--- config.mk ---
export PLATFORM = sky130hd
export DESIGN_NAME = morse_keyer
export DESIGN_NICKNAME = d
export VERILOG_FILES = /design/src/rtl/mk_pkg.sv /design/src/rtl/morse_keyer.sv /design/src/rtl/mk_front.sv /design/src/rtl/mk_fifo.sv /design/src/rtl/mk_back.sv
export SDC_FILE = /design/constraint.sdc
export NUM_CORES = 1
export LEC_CHECK = 0
export ABC_AREA = 1
export BUFFER_PORTS_ARGS = -buffer_cell sky130_fd_sc_hd__buf_2
export CAP_MARGIN = 20
export CORE_UTILIZATION = 25
export DETAILED_ROUTE_END_ITERATION = 10
export GPL_ROUTABILITY_DRIVEN = 0
export GPL_TIMING_DRIVEN = 0
export SETUP_SLACK_MARGIN = 0.2
export SYNTH_ARGS = -nofsm -noshare
export SYNTH_HDL_FRONTEND = slang
export SYNTH_HIERARCHICAL = 1
export SYNTH_SLANG_ARGS = --single-unit
--- constraint.sdc ---
create_clock -name clk -period 3.2 [get_ports clk]
set_clock_uncertainty 0.2 [all_clocks]
set_input_delay 0.16 -clock clk [delete_from_list [all_inputs] [get_ports clk]]
set_output_delay 0.16 -clock clk [all_outputs]
set_load 0.03 [all_outputs]
--- src/rtl/mk_pkg.sv ---
// ----------------------------------------------------------------------------
// mk_pkg
// Shared types, constants and the character classifier for the Morse keyer.
// ----------------------------------------------------------------------------
package mk_pkg;

	localparam int TPU_W     = 24;
	localparam int DUR_W     = 26;
	localparam int MK_QDEPTH = 2;

	localparam logic [TPU_W-1:0] TPU_RESET = TPU_W'(1);

	localparam logic [7:0] CH_UPPER_A = 8'h41;
	localparam logic [7:0] CH_UPPER_Z = 8'h5a;
	localparam logic [7:0] CH_ZERO    = 8'h30;
	localparam logic [7:0] CH_NINE    = 8'h39;
	localparam logic [7:0] CH_SPACE   = 8'h20;
	localparam logic [7:0] CH_NEWLINE = 8'h0a;

	localparam logic [5:0] DIGIT_BASE = 6'd26;

	typedef enum logic [1:0] {
		KIND_CODE,
		KIND_WORD,
		KIND_OTHER
	} kind_t;

	// bits are left aligned: bit 4 is the first element, 1 = dah
	typedef struct packed {
		kind_t      kind;
		logic [2:0] len;
		logic [4:0] bits;
	} mk_entry_t;

	// {len[2:0], bits[4:0]}, letters A-Z then digits 0-9
	localparam logic [7:0] MORSE_TABLE [0:35] = '{
		8'h41, 8'h88, 8'h8a, 8'h64, 8'h20, 8'h82, 8'h66, 8'h80, 8'h40,
		8'h87, 8'h65, 8'h84, 8'h43, 8'h42, 8'h67, 8'h86, 8'h8d, 8'h62,
		8'h60, 8'h21, 8'h61, 8'h81, 8'h63, 8'h89, 8'h8b, 8'h8c,
		8'hbf, 8'haf, 8'ha7, 8'ha3, 8'ha1, 8'ha0, 8'hb0, 8'hb8, 8'hbc, 8'hbe
	};

	function automatic mk_entry_t mk_classify(input logic [7:0] ch);
		logic [7:0] off;
		logic [7:0] code;
		mk_entry_t  e;
		off  = 8'd0;
		code = 8'd0;
		e    = '{kind: KIND_OTHER, len: 3'd0, bits: 5'd0};
		if (ch >= CH_UPPER_A && ch <= CH_UPPER_Z) begin
			off  = ch - CH_UPPER_A;
			code = MORSE_TABLE[off[5:0]];
			e.kind = KIND_CODE;
		end else if (ch >= CH_ZERO && ch <= CH_NINE) begin
			off  = ch - CH_ZERO;
			code = MORSE_TABLE[off[5:0] + DIGIT_BASE];
			e.kind = KIND_CODE;
		end else if (ch == CH_SPACE || ch == CH_NEWLINE) begin
			e.kind = KIND_WORD;
		end
		e.len  = code[7:5];
		e.bits = code[4:0] << (3'd5 - code[7:5]);
		return e;
	endfunction

endpackage

--- src/rtl/morse_keyer.sv ---
// ----------------------------------------------------------------------------
// morse_keyer
// International Morse keyer: one ASCII character in, a run of timed LED
// segments out.
// ----------------------------------------------------------------------------
//  channel  signals                               direction
//  in       in_valid/in_ready, character          into block
//  out      out_valid/out_ready, led_on,          out of block
//           duration_ticks, last
//  cfg      psel/penable/pwrite/paddr/pwdata/     APB, ticks_per_unit at 0
//           prdata/pready
//
//  a code of n elements is loaded, then sent as 2n segments, one per cycle
//  unless stalled; space, newline and other characters give one segment
//  the front register and the queue take new characters while the back end
//  is busy or its output register is stalled
//  reset clears all control state and sets ticks_per_unit to 1
// ----------------------------------------------------------------------------
module morse_keyer import mk_pkg::*; #(
	parameter int QUEUE_DEPTH = MK_QDEPTH
) (
	input  logic             clk,
	input  logic             arst_n,
	input  logic             in_valid,
	output logic             in_ready,
	input  logic [7:0]       character,
	output logic             out_valid,
	input  logic             out_ready,
	output logic             led_on,
	output logic [DUR_W-1:0] duration_ticks,
	output logic             last,
	input  logic             psel,
	input  logic             penable,
	input  logic             pwrite,
	input  logic [2:0]       paddr,
	input  logic [31:0]      pwdata,
	output logic [31:0]      prdata,
	output logic             pready
);

	logic             tpu_sel;
	logic [TPU_W-1:0] tpu_q;
	logic             push;
	logic             pop;
	logic             full;
	logic             empty;
	mk_entry_t        push_entry;
	mk_entry_t        head;

	assign pready  = 1'b1;
	assign tpu_sel = (paddr[2] == 1'b0);
	assign prdata  = tpu_sel ? 32'(tpu_q) : 32'd0;

	always_ff @(posedge clk or negedge arst_n) begin
		if (!arst_n) begin
			tpu_q <= TPU_RESET;
		end else if (psel && penable && pwrite && tpu_sel) begin
			tpu_q <= pwdata[TPU_W-1:0];
		end
	end

	mk_front u_front (
		.clk        (clk),
		.arst_n     (arst_n),
		.in_valid   (in_valid),
		.in_ready   (in_ready),
		.character  (character),
		.push       (push),
		.push_entry (push_entry),
		.full       (full)
	);

	mk_fifo #(
		.DEPTH (QUEUE_DEPTH)
	) u_fifo (
		.clk        (clk),
		.arst_n     (arst_n),
		.push       (push),
		.push_entry (push_entry),
		.pop        (pop),
		.head       (head),
		.full       (full),
		.empty      (empty)
	);

	mk_back u_back (
		.clk            (clk),
		.arst_n         (arst_n),
		.head           (head),
		.empty          (empty),
		.pop            (pop),
		.ticks_per_unit (tpu_q),
		.out_valid      (out_valid),
		.out_ready      (out_ready),
		.led_on         (led_on),
		.duration_ticks (duration_ticks),
		.last           (last)
	);

`ifndef SYNTHESIS
	a_no_push_full: assert property (@(posedge clk) disable iff (!arst_n)
		!(push && full))
		else $error("push into full queue");

	a_no_pop_empty: assert property (@(posedge clk) disable iff (!arst_n)
		!(pop && empty))
		else $error("pop from empty queue");

	a_last_is_dark: assert property (@(posedge clk) disable iff (!arst_n)
		out_valid && last |-> !led_on)
		else $error("lit segment marked last");

	a_lit_length: assert property (@(posedge clk) disable iff (!arst_n)
		out_valid && led_on |-> duration_ticks == DUR_W'(tpu_q) ||
			duration_ticks == DUR_W'(tpu_q) + (DUR_W'(tpu_q) << 1))
		else $error("lit segment is neither a dit nor a dah");
`endif

endmodule

--- src/rtl/mk_front.sv ---
// ----------------------------------------------------------------------------
// mk_front
// Takes characters in, registers them and classifies them into queue entries.
// ----------------------------------------------------------------------------
module mk_front import mk_pkg::*; (
	input  logic      clk,
	input  logic      arst_n,
	input  logic      in_valid,
	output logic      in_ready,
	input  logic [7:0] character,
	output logic      push,
	output mk_entry_t push_entry,
	input  logic      full
);

	logic       valid_s1;
	logic [7:0] char_s1;

	assign push       = valid_s1 && !full;
	assign push_entry = mk_classify(char_s1);
	assign in_ready   = !valid_s1 || !full;

	always_ff @(posedge clk or negedge arst_n) begin
		if (!arst_n) begin
			valid_s1 <= 1'b0;
		end else if (in_valid && in_ready) begin
			valid_s1 <= 1'b1;
		end else if (push) begin
			valid_s1 <= 1'b0;
		end
	end

	always_ff @(posedge clk) begin
		if (in_valid && in_ready) begin
			char_s1 <= character;
		end
	end

endmodule

--- src/rtl/mk_fifo.sv ---
// ----------------------------------------------------------------------------
// mk_fifo
// Short queue of classified characters between front and back.
// ----------------------------------------------------------------------------
module mk_fifo import mk_pkg::*; #(
	parameter int DEPTH = MK_QDEPTH
) (
	input  logic      clk,
	input  logic      arst_n,
	input  logic      push,
	input  mk_entry_t push_entry,
	input  logic      pop,
	output mk_entry_t head,
	output logic      full,
	output logic      empty
);

	localparam int PTR_W = (DEPTH > 1) ? $clog2(DEPTH) : 1;
	localparam int CNT_W = $clog2(DEPTH + 1);
	localparam logic [PTR_W-1:0] LAST_PTR = PTR_W'(DEPTH - 1);

	mk_entry_t        mem_q [DEPTH];
	logic [PTR_W-1:0] wr_ptr_q;
	logic [PTR_W-1:0] rd_ptr_q;
	logic [CNT_W-1:0] count_q;

	assign head  = mem_q[rd_ptr_q];
	assign full  = (count_q == CNT_W'(DEPTH));
	assign empty = (count_q == '0);

	always_ff @(posedge clk or negedge arst_n) begin
		if (!arst_n) begin
			wr_ptr_q <= '0;
			rd_ptr_q <= '0;
			count_q  <= '0;
		end else begin
			if (push) begin
				wr_ptr_q <= (wr_ptr_q == LAST_PTR) ? '0 : wr_ptr_q + 1'b1;
			end
			if (pop) begin
				rd_ptr_q <= (rd_ptr_q == LAST_PTR) ? '0 : rd_ptr_q + 1'b1;
			end
			if (push && !pop) begin
				count_q <= count_q + 1'b1;
			end else if (pop && !push) begin
				count_q <= count_q - 1'b1;
			end
		end
	end

	always_ff @(posedge clk) begin
		if (push) begin
			mem_q[wr_ptr_q] <= push_entry;
		end
	end

endmodule

--- src/rtl/mk_back.sv ---
// ----------------------------------------------------------------------------
// mk_back
// Walks one queued character element by element and emits LED segments.
// ----------------------------------------------------------------------------
module mk_back import mk_pkg::*; (
	input  logic             clk,
	input  logic             arst_n,
	input  mk_entry_t        head,
	input  logic             empty,
	output logic             pop,
	input  logic [TPU_W-1:0] ticks_per_unit,
	output logic             out_valid,
	input  logic             out_ready,
	output logic             led_on,
	output logic [DUR_W-1:0] duration_ticks,
	output logic             last
);

	typedef enum logic [1:0] {
		UNITS_1,
		UNITS_3,
		UNITS_4
	} units_t;

	logic             busy_q;
	kind_t            kind_q;
	logic [2:0]       rem_q;
	logic [4:0]       sh_q;
	logic             gap_q;
	logic             out_valid_q;

	logic             advance;
	logic             seg_lit;
	logic             seg_last;
	logic             seg_done;
	units_t           seg_units;
	logic [DUR_W-1:0] tpu_x1;
	logic [DUR_W-1:0] seg_dur;

	assign pop       = !busy_q && !empty;
	assign advance   = busy_q && (!out_valid_q || out_ready);
	assign out_valid = out_valid_q;

	always_comb begin
		seg_lit   = 1'b0;
		seg_last  = 1'b1;
		seg_done  = 1'b1;
		seg_units = UNITS_3;
		case (kind_q)
			KIND_CODE: begin
				if (!gap_q) begin
					seg_lit   = 1'b1;
					seg_last  = 1'b0;
					seg_done  = 1'b0;
					seg_units = sh_q[4] ? UNITS_3 : UNITS_1;
				end else begin
					// last element closes with the letter gap
					seg_last  = (rem_q == 3'd1);
					seg_done  = (rem_q == 3'd1);
					seg_units = (rem_q == 3'd1) ? UNITS_3 : UNITS_1;
				end
			end
			KIND_WORD: seg_units = UNITS_4;
			default:   seg_units = UNITS_3;
		endcase
	end

	assign tpu_x1 = DUR_W'(ticks_per_unit);

	always_comb begin
		case (seg_units)
			UNITS_1: seg_dur = tpu_x1;
			UNITS_3: seg_dur = tpu_x1 + (tpu_x1 << 1);
			UNITS_4: seg_dur = tpu_x1 << 2;
			default: seg_dur = tpu_x1;
		endcase
	end

	always_ff @(posedge clk or negedge arst_n) begin
		if (!arst_n) begin
			busy_q      <= 1'b0;
			out_valid_q <= 1'b0;
			gap_q       <= 1'b0;
		end else begin
			if (pop) begin
				busy_q <= 1'b1;
				gap_q  <= 1'b0;
			end else if (advance) begin
				if (seg_done) begin
					busy_q <= 1'b0;
				end
				gap_q <= !gap_q;
			end
			if (advance) begin
				out_valid_q <= 1'b1;
			end else if (out_ready) begin
				out_valid_q <= 1'b0;
			end
		end
	end

	always_ff @(posedge clk) begin
		if (pop) begin
			kind_q <= head.kind;
			rem_q  <= head.len;
			sh_q   <= head.bits;
		end else if (advance && gap_q) begin
			rem_q <= rem_q - 1'b1;
			sh_q  <= sh_q << 1;
		end
		if (advance) begin
			led_on         <= seg_lit;
			duration_ticks <= seg_dur;
			last           <= seg_last;
		end
	end

endmodule
==> results.ini, run 1 <==
[detailed_routing]
vias = 7525
drtPass1Iterations = 7
drc = 0
wl_per_cell_um = 13.2
dr.first_iter.drc_count = 492
wl_mm = 21.8
via_per_inst = 4.54
ant_nets = 0

[timing]
fin_crit_ns = 2.78
worstMarginPinSlew_ns = 0.857
period_share_pct = 86.9
setup_viol = 0
fmaxAchievable_mhz = 360
rsz0062_at_grt = no
hold_violations = 0
maxSlewHeadroom_pct = 42.7
slew_viol_final = 0

[synthesis]
synth_edf_count = 66
synthCells = 1111
yosysWarningCount = 6
synthFlopType = edfxtp_1
synth_area_leaders = edfxtp_1 26%, nand2_1 20%, dfrtp_1 10%
yosysTopAreaCell = edfxtp_1
ys_seq_elements = 98
async_flop_share_pct = 32.7
ys_seq_area_share_pct = 36.1
synth.distinct_cells = 44
syn_area_um2 = 7700
synth_top_area_share_pct = 25.7
avgSynthCellArea_um2 = 6.93

[cells_and_area]
final_cells = 1658
final_area_um2 = 9400
nets = 1352
n_antenna_cell = 0
drive_gt1_share_pct = 16.1
fillCellCount = 3248
syn_to_final_growth_pct = 22.0

[global_route]
met2_usage_pct = 25.2
grt.met1_usage_pct = 16.8
grt_usage_pct = 14.2
antenna_found_initial = 0
grt_max_degree = 33
grt_first_pass_wirelength_mm = 34.8
grt_pass1_vias = 7035
grt.busiest_layer = met2
gr-total-overflow = 0
met3_usage_pct = 2.42

[clock_network]
cts_tree = done
cts_made_buffers = 9
clk_latency_ns = 0.35
clock-root-buffer = clkbuf_16
path_clk_slew_ns = 0.07
clock-sinks = 98
clockBufferDepth = 2
h-tree-depth = 3

[critical_path]
ff2ff_path_depth = 16
arrival_ns = 2.68
cp_max_fo = 13
rr_endpoint = u_fifo/mem_q[1][1]$_DFFE_PP_
r2r_setup_slack_ns = 0.42
cp-start-kind = flop
reg2reg_from = u_front/char_s1[0]$_DFFE_PP_
critPathCaptureType = flop
crit_type = flop to flop
required_ns = 3.10

[outcome]
status = finished clean

[run]
cap_violations = 0

[floorplanning]
die_y_um = 178
initial_utilization_pct = 25.7
core_um2 = 30000
die_w_um = 178
rows = 63
io_pins = 113
die_area_um2 = 31500

[place]
place_area_um2 = 8690
post-place-cells = 1601
dpl.hpwl_mm = 17.0
port_buffers = 92

[hold_path]
hold_class = input port to flop
hold_depth = 4
hold_start = paddr[2]
hold_end = tpu_q[23]$_DFFE_PN0P_

[power]
ir_drop_mv = 0.329
p_per_area_nw_per_um2 = 733
power.leakage_nw = 4.85

## metrics by stage
step	setup slack (ns)	TNS [ns]	utilization [%]	power (mW)	hold slack, ns
detailed placement	0.186	0	29.0	5.76	0.0799
global placement	-0.245	-2.05	29.0	5.70	0.0671
CTS	0.232	0	31.3	6.92	0.00658
floorplan	0.352	0	-	4.81	-0.336
global route	0.227	0	31.4	7.42	0.0212
finish	0.420	0	31.4	6.89	0.0130
## cell type report
class / instances / area (µm²) / share of cell area, %
Clock buffer: 14 / 285 / 3.04
Inverter: 178 / 671 / 7.14
Timing Repair Buffer: 134 / 866 / 9.21
Sequential cell: 98 / 2780 / 29.6
Clock inverter: 2 / 17.5 / 0.186
Buffer: 33 / 244 / 2.60
Multi-Input combinational cell: 809 / 4040 / 43.0
Tap cell: 390 / 488 / 5.19
## cell usage in the layout (no fill, tap or decap), types with 10 or more instances in the layout
master / n
a21oi_1: 19
buf_2: 101
buf_4: 21
clkbuf_16: 10
dfrtp_1: 31
dlygate4sd3_1: 36
edfxtp_1: 66
ha_1: 38
inv_1: 163
inv_2: 14
nand2_1: 412
nand2_2: 14
nand3_1: 125
nand4_1: 12
nor2_1: 81
o21ai_0: 20
## worst max-delay path by stage
stage | start | end | slack [ns] | cells after the start
4_1_cts | u_front/char_s1[0]$_DFFE_PP_ | u_fifo/mem_q[0][0]$_DFFE_PP_ | 0.23 | 15
6_report | u_front/char_s1[0]$_DFFE_PP_ | u_fifo/mem_q[1][1]$_DFFE_PP_ | 0.42 | 16
5_1_grt | u_front/char_s1[2]$_DFFE_PP_ | u_fifo/mem_q[0][4]$_DFFE_PP_ | 0.23 | 12
3_3_place_gp | u_back/out_valid$_DFFE_PN0P_ | u_back/sh_q[1]$_DFFE_PP_ | -0.25 | 5
2_1_floorplan | u_back/out_valid$_DFFE_PN0P_ | u_back/rem_q[0]$_DFFE_PP_ | 0.35 | 5
3_5_place_dp | u_front/char_s1[1]$_DFFE_PP_ | u_fifo/mem_q[1][0]$_DFFE_PP_ | 0.19 | 14
## what timing repair did
item | CTS | global route
hold buffers | 36 | 0
endpoints found under the hold margin | 65 | 0
resized for setup | 0 | 1
setup endpoints to repair | 6 | 10
setup buffers | 1 | 4
pin swaps | 0 | 0
## sequential cells by signal, summed over array words and instances, names as in the netlist, 2 cells and up
| register | cells |
|---|---|
| u_back/sh_q | 5 |
| u_back/duration_ticks | 26 |
| u_fifo/count_q | 2 |
| u_front/char_s1 | 8 |
| u_back/rem_q | 3 |
| tpu_q | 24 |
| u_fifo/mem_q | 20 |
| u_back/kind_q | 2 |
## Yosys cell counts, types with 5 or more instances
cell	n
a21oi_1	19
buf_2	9
buf_4	15
buf_6	7
dfrtp_1	31
edfxtp_1	66
ha_1	38
inv_1	163
inv_2	14
mux2_4	9
nand2_1	412
nand2_2	15
nand3_1	125
nand3b_1	9
nand4_1	12
nor2_1	82
nor2_2	7
nor3_1	5
o21ai_0	20
o21ai_1	6
o221ai_1	5
o22ai_1	7
## per-layer routing
layer  wire (µm)  up-vias
li1            -     3815
met1        9210     3419
met2       10800      246
met3        1310       45
met4         548        0
met5           0        -
## cells by family (layout without fill, tap and decap cells)
logic type | Yosys count | after routing | synth area share (%)
compound gates | 65 | 65 | 5.09
xor+xnor | 6 | 6 | 0.682
fa+ha+maj | 39 | 39 | 6.43
buf+inv | 211 | 361 | 11.9
flops | 98 | 98 | 36.1
mux | 10 | 10 | 1.90
other cells | 2 | 9 | 0.0975
simple gates | 680 | 680 | 37.8
## worst max-delay path, cell delays in order, from the launching register on
cell and delay, ns:
edfxtp_1 0.47, inv_2 0.09, buf_4 0.20, ha_1 0.17, buf_4 0.18, inv_2 0.09
nand2_4 0.13, nand2_2 0.14, nand2_1 0.11, nand3_1 0.08, nand3_1 0.11, nand3_1 0.08
nand2_1 0.07, nand2_2 0.10, nand2_1 0.09, o21ai_1 0.07, and2_1 0.15
## power breakdown
group          switching, mW  internal (mW)
Sequential             0.270           2.00
Clock                  0.479          0.623
Combinational           2.37           1.15
(Power assumes the default switching activity.)
==> run 2: changes to the inputs <==
CORE_UTILIZATION = 53   (was 25)
PLACE_DENSITY = 0.78   (was unset)
==> run 2 against run 1 <==
Clock power is essentially flat. Total power shrank 0.44%. Flip-flop and latch count is the same. Combinational power is essentially flat. Fmax grew 1.3%. Global-route usage grew 14 points. Register-to-register slack gained 0.04 ns. Sequential share of layout area grew 0.81 points. Die area shrank 52%. Sequential power is essentially flat. Cell area shrank 2.7%. Critical path type unchanged. Critical endpoint is now u_fifo/mem_q[0][4]$_DFFE_PP_.
==> results.ini, run 2 (synthesis gave the netlist of run 1 again) <==
[clock_network]
h-tree-depth = 3  ; unchanged
path_clk_slew_ns = 0.07  ; about the same
clockBufferDepth = 2  ; unchanged
cts_tree = done
clk_latency_ns = 0.36  ; about the same
clock-root-buffer = clkbuf_16
cts_made_buffers = 9  ; unchanged
clock-sinks = 98  ; unchanged
cts-resized-gates = 0  ; unchanged

[power]
seqPwrFrac_pct = 33.0  ; about the same
ir_drop_mv = 0.367  ; +12%
p_per_area_nw_per_um2 = 750  ; +2.3%
switching_power_mw = 3.09  ; -0.84%
clkPwrFrac_pct = 15.9  ; about the same
pwr-share-comb_pct = 51.1  ; about the same
sw_frac_of_total_pct = 45.1  ; -0.18 points
internal-power_mw = 3.77  ; -0.11%
power.leakage_nw = 4.85  ; -0.11%

[detailed_routing]
dr_wl_met2_mm = 9.10  ; -15%
ant_nets = 0  ; unchanged
route.met3.wl_mm = 1.73  ; +32%
drtPass1Iterations = 6  ; -1
m1WireLength_mm = 8.83  ; -4.1%
wl_mm = 20.2  ; -7.6%
vias = 7677  ; +2.0%
top_layer = met4
drc = 0  ; unchanged
dr.first_iter.drc_count = 715  ; +45%
wl_per_cell_um = 13.9  ; +5.6%
via_per_inst = 5.29  ; +17%

[critical_path]
required_ns = 3.10  ; about the same
critPathCaptureType = flop
arrival_ns = 2.64  ; -0.04 ns
cp-start-kind = flop
crit_type = flop to flop
cp_max_fo = 13  ; unchanged

[timing]
setup_viol = 0  ; unchanged
fmaxAchievable_mhz = 365  ; +1.3%
worstMarginPinSlew_ns = 0.867  ; +0.0103 ns
maxSlewHeadroom_pct = 42.2  ; -0.48 points
hold_violations = 0  ; unchanged
fin_crit_ns = 2.74  ; -0.0364 ns
tns_ns = 0  ; unchanged
worst_slack_ns = 0.457  ; +0.0364 ns
period_share_pct = 85.7  ; -1.1 points
slew_viol_final = 0  ; unchanged
rsz0062_at_grt = no

[cells_and_area]
multiInputGateArea_um2 = 4030  ; -0.25%
n_antenna_cell = 0  ; unchanged
final_area_um2 = 9150  ; -2.7%
largest_register_ffs = 26  ; unchanged
nets = 1354  ; +0.15%
final_cell_mix = 412 x nand2_1, 163 x inv_1, 125 x nand3_1
reg.largest.list = u_back/duration_ticks x26, tpu_q x24, u_fifo/mem_q x20
utilization_pct = 65.1  ; +34 points
drive_gt1_share_pct = 16.0  ; -0.10 points
final_common_cell = nand2_1
seqCellArea_um2 = 2780  ; unchanged
syn_to_final_growth_pct = 18.7
fillCellCount = 1200  ; -63%
largest-register = u_back/duration_ticks

[place]
port_buffers = 92  ; unchanged
dpl.hpwl_mm = 14.9  ; -12%
preCtsSetupSlack_ns = 0.289  ; +0.103 ns
place_area_um2 = 8430  ; -3.0%

[global_route]
grt_pass1_vias = 6832  ; -2.9%
antenna_found_initial = 0  ; unchanged
gr-total-overflow = 0  ; unchanged
grt_max_degree = 33  ; unchanged
grt_usage_pct = 28.4  ; +14 points
grt_first_pass_wirelength_mm = 32.8  ; -5.7%

[floorplanning]
rows = 43  ; -32%
io_pins = 113  ; unchanged
die_w_um = 123  ; -31%
initial_utilization_pct = 54.8  ; +29 points
die_area_um2 = 15000  ; -52%
die_y_um = 123  ; -31%
core_um2 = 14000  ; -53%

[hold_path]
hold_class = input port to flop

[outcome]
status = finished clean

[run]
cap_violations = 0  ; unchanged

## run 2: repair_timing
item,CTS,global route
setup endpoints to repair,0,10
hold endpoints to repair,65,0
buffers inserted,0,3
hold buffers,39,0
## run 2: per-stage QoR
step	hold slack (ns)	std cells	total power, mW
global route	0.0338	1450	7.32
detailed placement	0.0662	1391	5.68
floorplan	-0.336	1118	4.81
finish	0.0150	1450	6.86
CTS	0.00927	1446	6.82
global placement	0.0643	1390	5.61
## run 2: metal layers
metal / global-route usage [%] / vias up
met3: 5.07 / 45
met1: 38.9 / 3455
met5: 0 / -
li1: - / 3823
met2: 44.5 / 354
met4: 10.9 / 0
## run 2: power by group through the flow
stage / combinational (mW) / clock, mW / sequential, mW
6_report: 3.50 / 1.09 / 2.27
3_3_place_gp: 3.32 / 0 / 2.29
3_5_place_dp: 3.38 / 0 / 2.30
5_1_grt: 3.85 / 1.15 / 2.31
4_1_cts: 3.44 / 1.11 / 2.27
2_1_floorplan: 2.20 / 0 / 2.60
## run 2: worst paths after layout
kind                                              start                            to  slack [ns]  depth (start not counted)
max                        u_front/char_s1[0]$_DFFE_PP_  u_fifo/mem_q[0][4]$_DFFE_PP_        0.46                         17
min                                            paddr[2]         tpu_q[20]$_DFFE_PN0P_        0.01                          5
max reg2reg                u_front/char_s1[0]$_DFFE_PP_  u_fifo/mem_q[0][4]$_DFFE_PP_        0.46                         17
min reg2reg                 u_fifo/wr_ptr_q$_DFFE_PN0P_   u_fifo/wr_ptr_q$_DFFE_PN0P_        0.30                          1
max in group asynchronous                        arst_n  u_front/valid_s1$_DFFE_PN0P_        2.04                          2
min in group asynchronous                        arst_n          tpu_q[1]$_DFFE_PN0P_        0.26                          2
## run 2: final cells by class
| cell class | count | area share, % |
|---|---|---|
| plain buffers | 33 | 2.67 |
| clock buffers | 10 | 2.50 |
| well taps | 180 | 2.46 |
| repair buffers | 136 | 9.80 |
| flip-flops and latches | 98 | 30.4 |
| inverters | 178 | 7.33 |
| multi-input cells | 809 | 44.1 |
| clock inverters | 6 | 0.711 |
## run 2: critical path: stages (launching register included)
cell and delay, ns:
edfxtp_1 0.41, inv_2 0.07, buf_4 0.20, ha_1 0.17
buf_4 0.16, inv_2 0.07, nand2_2 0.18, nand2_2 0.16
nand2_1 0.12, nand3_1 0.07, nand3_1 0.11, nand3_1 0.08
nand2_1 0.08, nand2_2 0.10, nand2_1 0.09, nand2_1 0.07
nand2_1 0.08, nand3_1 0.08
==> run 3: changes to the inputs <==
GPL_TIMING_DRIVEN = unset   (was 0)
==> run 3 against run 2 <==
Count of clock-buffer cells in the layout up 1. Largest power group unchanged. Global-route usage decreased by 1.3 points. Non-clock buffer count shrank 32. Critical endpoint is now u_back/duration_ticks[13]$_DFFE_PP_.
==> results.ini, run 3 (synthesis gave the netlist of run 1 again) <==
[timing]
tns_ns = 0  ; unchanged
hold_violations = 0  ; unchanged
setup_viol = 0  ; unchanged
period_share_pct = 84.0  ; -1.7 points
rsz0062_at_grt = no
fin_crit_ns = 2.69  ; -0.0553 ns
worstMarginPinSlew_ns = 0.848  ; -0.0192 ns
maxSlewHeadroom_pct = 43.5  ; +1.3 points
slew_viol_final = 0  ; unchanged
fmaxAchievable_mhz = 372  ; +2.1%

[critical_path]
crit_type = flop to flop
cp_max_fo = 4  ; -9
cp-start-kind = flop
r2r_setup_slack_ns = 0.51  ; +0.06 ns
required_ns = 3.07  ; -0.03 ns
arrival_ns = 2.56  ; -0.08 ns
critPathCaptureType = flop

[cells_and_area]
drive_gt1_share_pct = 14.5  ; -1.4 points
nets = 1322  ; -2.4%
n_antenna_cell = 0  ; unchanged
final_cell_mix = 412 x nand2_1, 163 x inv_1, 125 x nand3_1
fillCellCount = 1183  ; -1.4%
largest_register_ffs = 26  ; unchanged
syn_to_final_growth_pct = 16.2
final_common_cell = nand2_1
reg.largest.list = u_back/duration_ticks x26, tpu_q x24, u_fifo/mem_q x20
largest-register = u_back/duration_ticks

[detailed_routing]
route.met3.wl_mm = 1.50  ; -14%
via_per_inst = 5.28  ; -0.19%
wl_mm = 19.6  ; -2.7%
drc = 0  ; unchanged
wl_per_cell_um = 13.8  ; -0.54%
dr.first_iter.drc_count = 710  ; -0.70%
drtPass1Iterations = 6  ; unchanged
ant_nets = 0  ; unchanged
top_layer = met4
m1WireLength_mm = 8.88  ; +0.57%
vias = 7493  ; -2.4%
dr_wl_met2_mm = 8.76  ; -3.7%

[outcome]
status = finished clean

[global_route]
grt_pass1_vias = 6610  ; -3.2%
grt_max_degree = 33  ; unchanged
grt_first_pass_wirelength_mm = 31.6  ; -3.7%
grt_usage_pct = 27.1  ; -1.3 points
gr-total-overflow = 0  ; unchanged
antenna_found_initial = 0  ; unchanged

[clock_network]
path_clk_slew_ns = 0.06  ; about the same
clk_latency_ns = 0.34  ; -0.02 ns
clockBufferDepth = 2  ; unchanged
cts_tree = done
h-tree-depth = 3  ; unchanged
post_cts_buffers = 0  ; unchanged
clock-root-buffer = clkbuf_16
clock-sinks = 98  ; unchanged
cts_made_buffers = 9  ; unchanged

[floorplanning]
io_pins = 113  ; unchanged
rows = 43  ; unchanged
die_y_um = 123  ; unchanged
initial_utilization_pct = 54.8  ; unchanged
core_um2 = 14000  ; unchanged
die_area_um2 = 15000  ; unchanged
die_w_um = 123  ; unchanged

[run]
cap_violations = 0  ; unchanged

[place]
dpl.hpwl_mm = 14.3  ; -3.9%
port_buffers = 93  ; +1.1%

[power]
p_per_area_nw_per_um2 = 775  ; +3.3%
total_power_mw = 6.93  ; +1.1%
ir_drop_mv = 0.447  ; +22%
power.leakage_nw = 4.73  ; -2.4%

[hold_path]
hold_class = input port to flop

-- run 3: cell types whose count changed in the layout (fill, tap and decap cells not counted), moves of 3 or more --
cell           previous run  this run
buf_4                    18         8
buf_2                   101        94
buf_6                     7         0
clkbuf_1                  3         0
dlygate4sd3_1            39        35
-- run 3: worst max-delay path: stages (launching register included) --
cell     delay [ns]
dfstp_2        0.60
ha_1           0.22
inv_1          0.07
fa_1           0.39
inv_1          0.14
nand3_1        0.08
nand3_1        0.16
nand2_1        0.07
nand2_1        0.11
nand2_1        0.10
nand2_1        0.06
nand2_1        0.04
nand3_1        0.06
nand3_1        0.10
-- run 3: metrics by stage --
stage	setup WS, ns	hold slack, ns	util (%)	instance area, µm²	cells
finish	0.512	0.0900	63.7	8950	1418
global route	0.308	0.130	63.7	8950	1418
global placement	0.548	0.0678	58.7	8240	1366
detailed placement	0.490	0.0668	58.7	8240	1367
CTS	0.467	0.0793	63.7	8940	1418
floorplan	0.352	-0.336	-	7730	1118
-- run 3: final cells by class --
cell class | instances | area (µm²) | area share (%)
clock buffers | 11 | 264 | 2.95
clock inverters | 5 | 88.8 | 0.993
inverters | 178 | 671 | 7.50
multi-input cells | 809 | 4030 | 45.1
flip-flops and latches | 98 | 2780 | 31.1
well taps | 180 | 225 | 2.52
repair buffers | 137 | 881 | 9.84
-- run 3: repair_timing --
item	in CTS	in global routing
setup endpoints to repair	0	6
hold buffers	35	0
resized for setup	0	1
hold endpoints to repair	65	0
-- run 3: report_power, final --
| part | internal (mW) | switching, mW |
|---|---|---|
| registers | 1.99 | 0.314 |
| clock network | 0.765 | 0.473 |
| logic | 1.11 | 2.28 |
-- run 3: final timing paths --
kind,end,cells after the start,start
worst max-delay path,u_back/duration_ticks[13]$_DFFE_PP_,13,tpu_q[0]$_DFFE_PN1P_
worst min-delay path,tpu_q[0]$_DFFE_PN1P_,5,psel
worst max register to register,u_back/duration_ticks[13]$_DFFE_PP_,13,tpu_q[0]$_DFFE_PN1P_
worst min register to register,u_fifo/wr_ptr_q$_DFFE_PN0P_,1,u_fifo/wr_ptr_q$_DFFE_PN0P_
max in group asynchronous,u_front/valid_s1$_DFFE_PN0P_,2,arst_n
min in group asynchronous,tpu_q[1]$_DFFE_PN0P_,2,arst_n
-- run 3: metal layers --
layer  GRT usage, %  up-vias
met4           8.92        0
met3           4.14       46
met2           41.8      340
met1           38.9     3359
met5              0        -
li1               -     3748
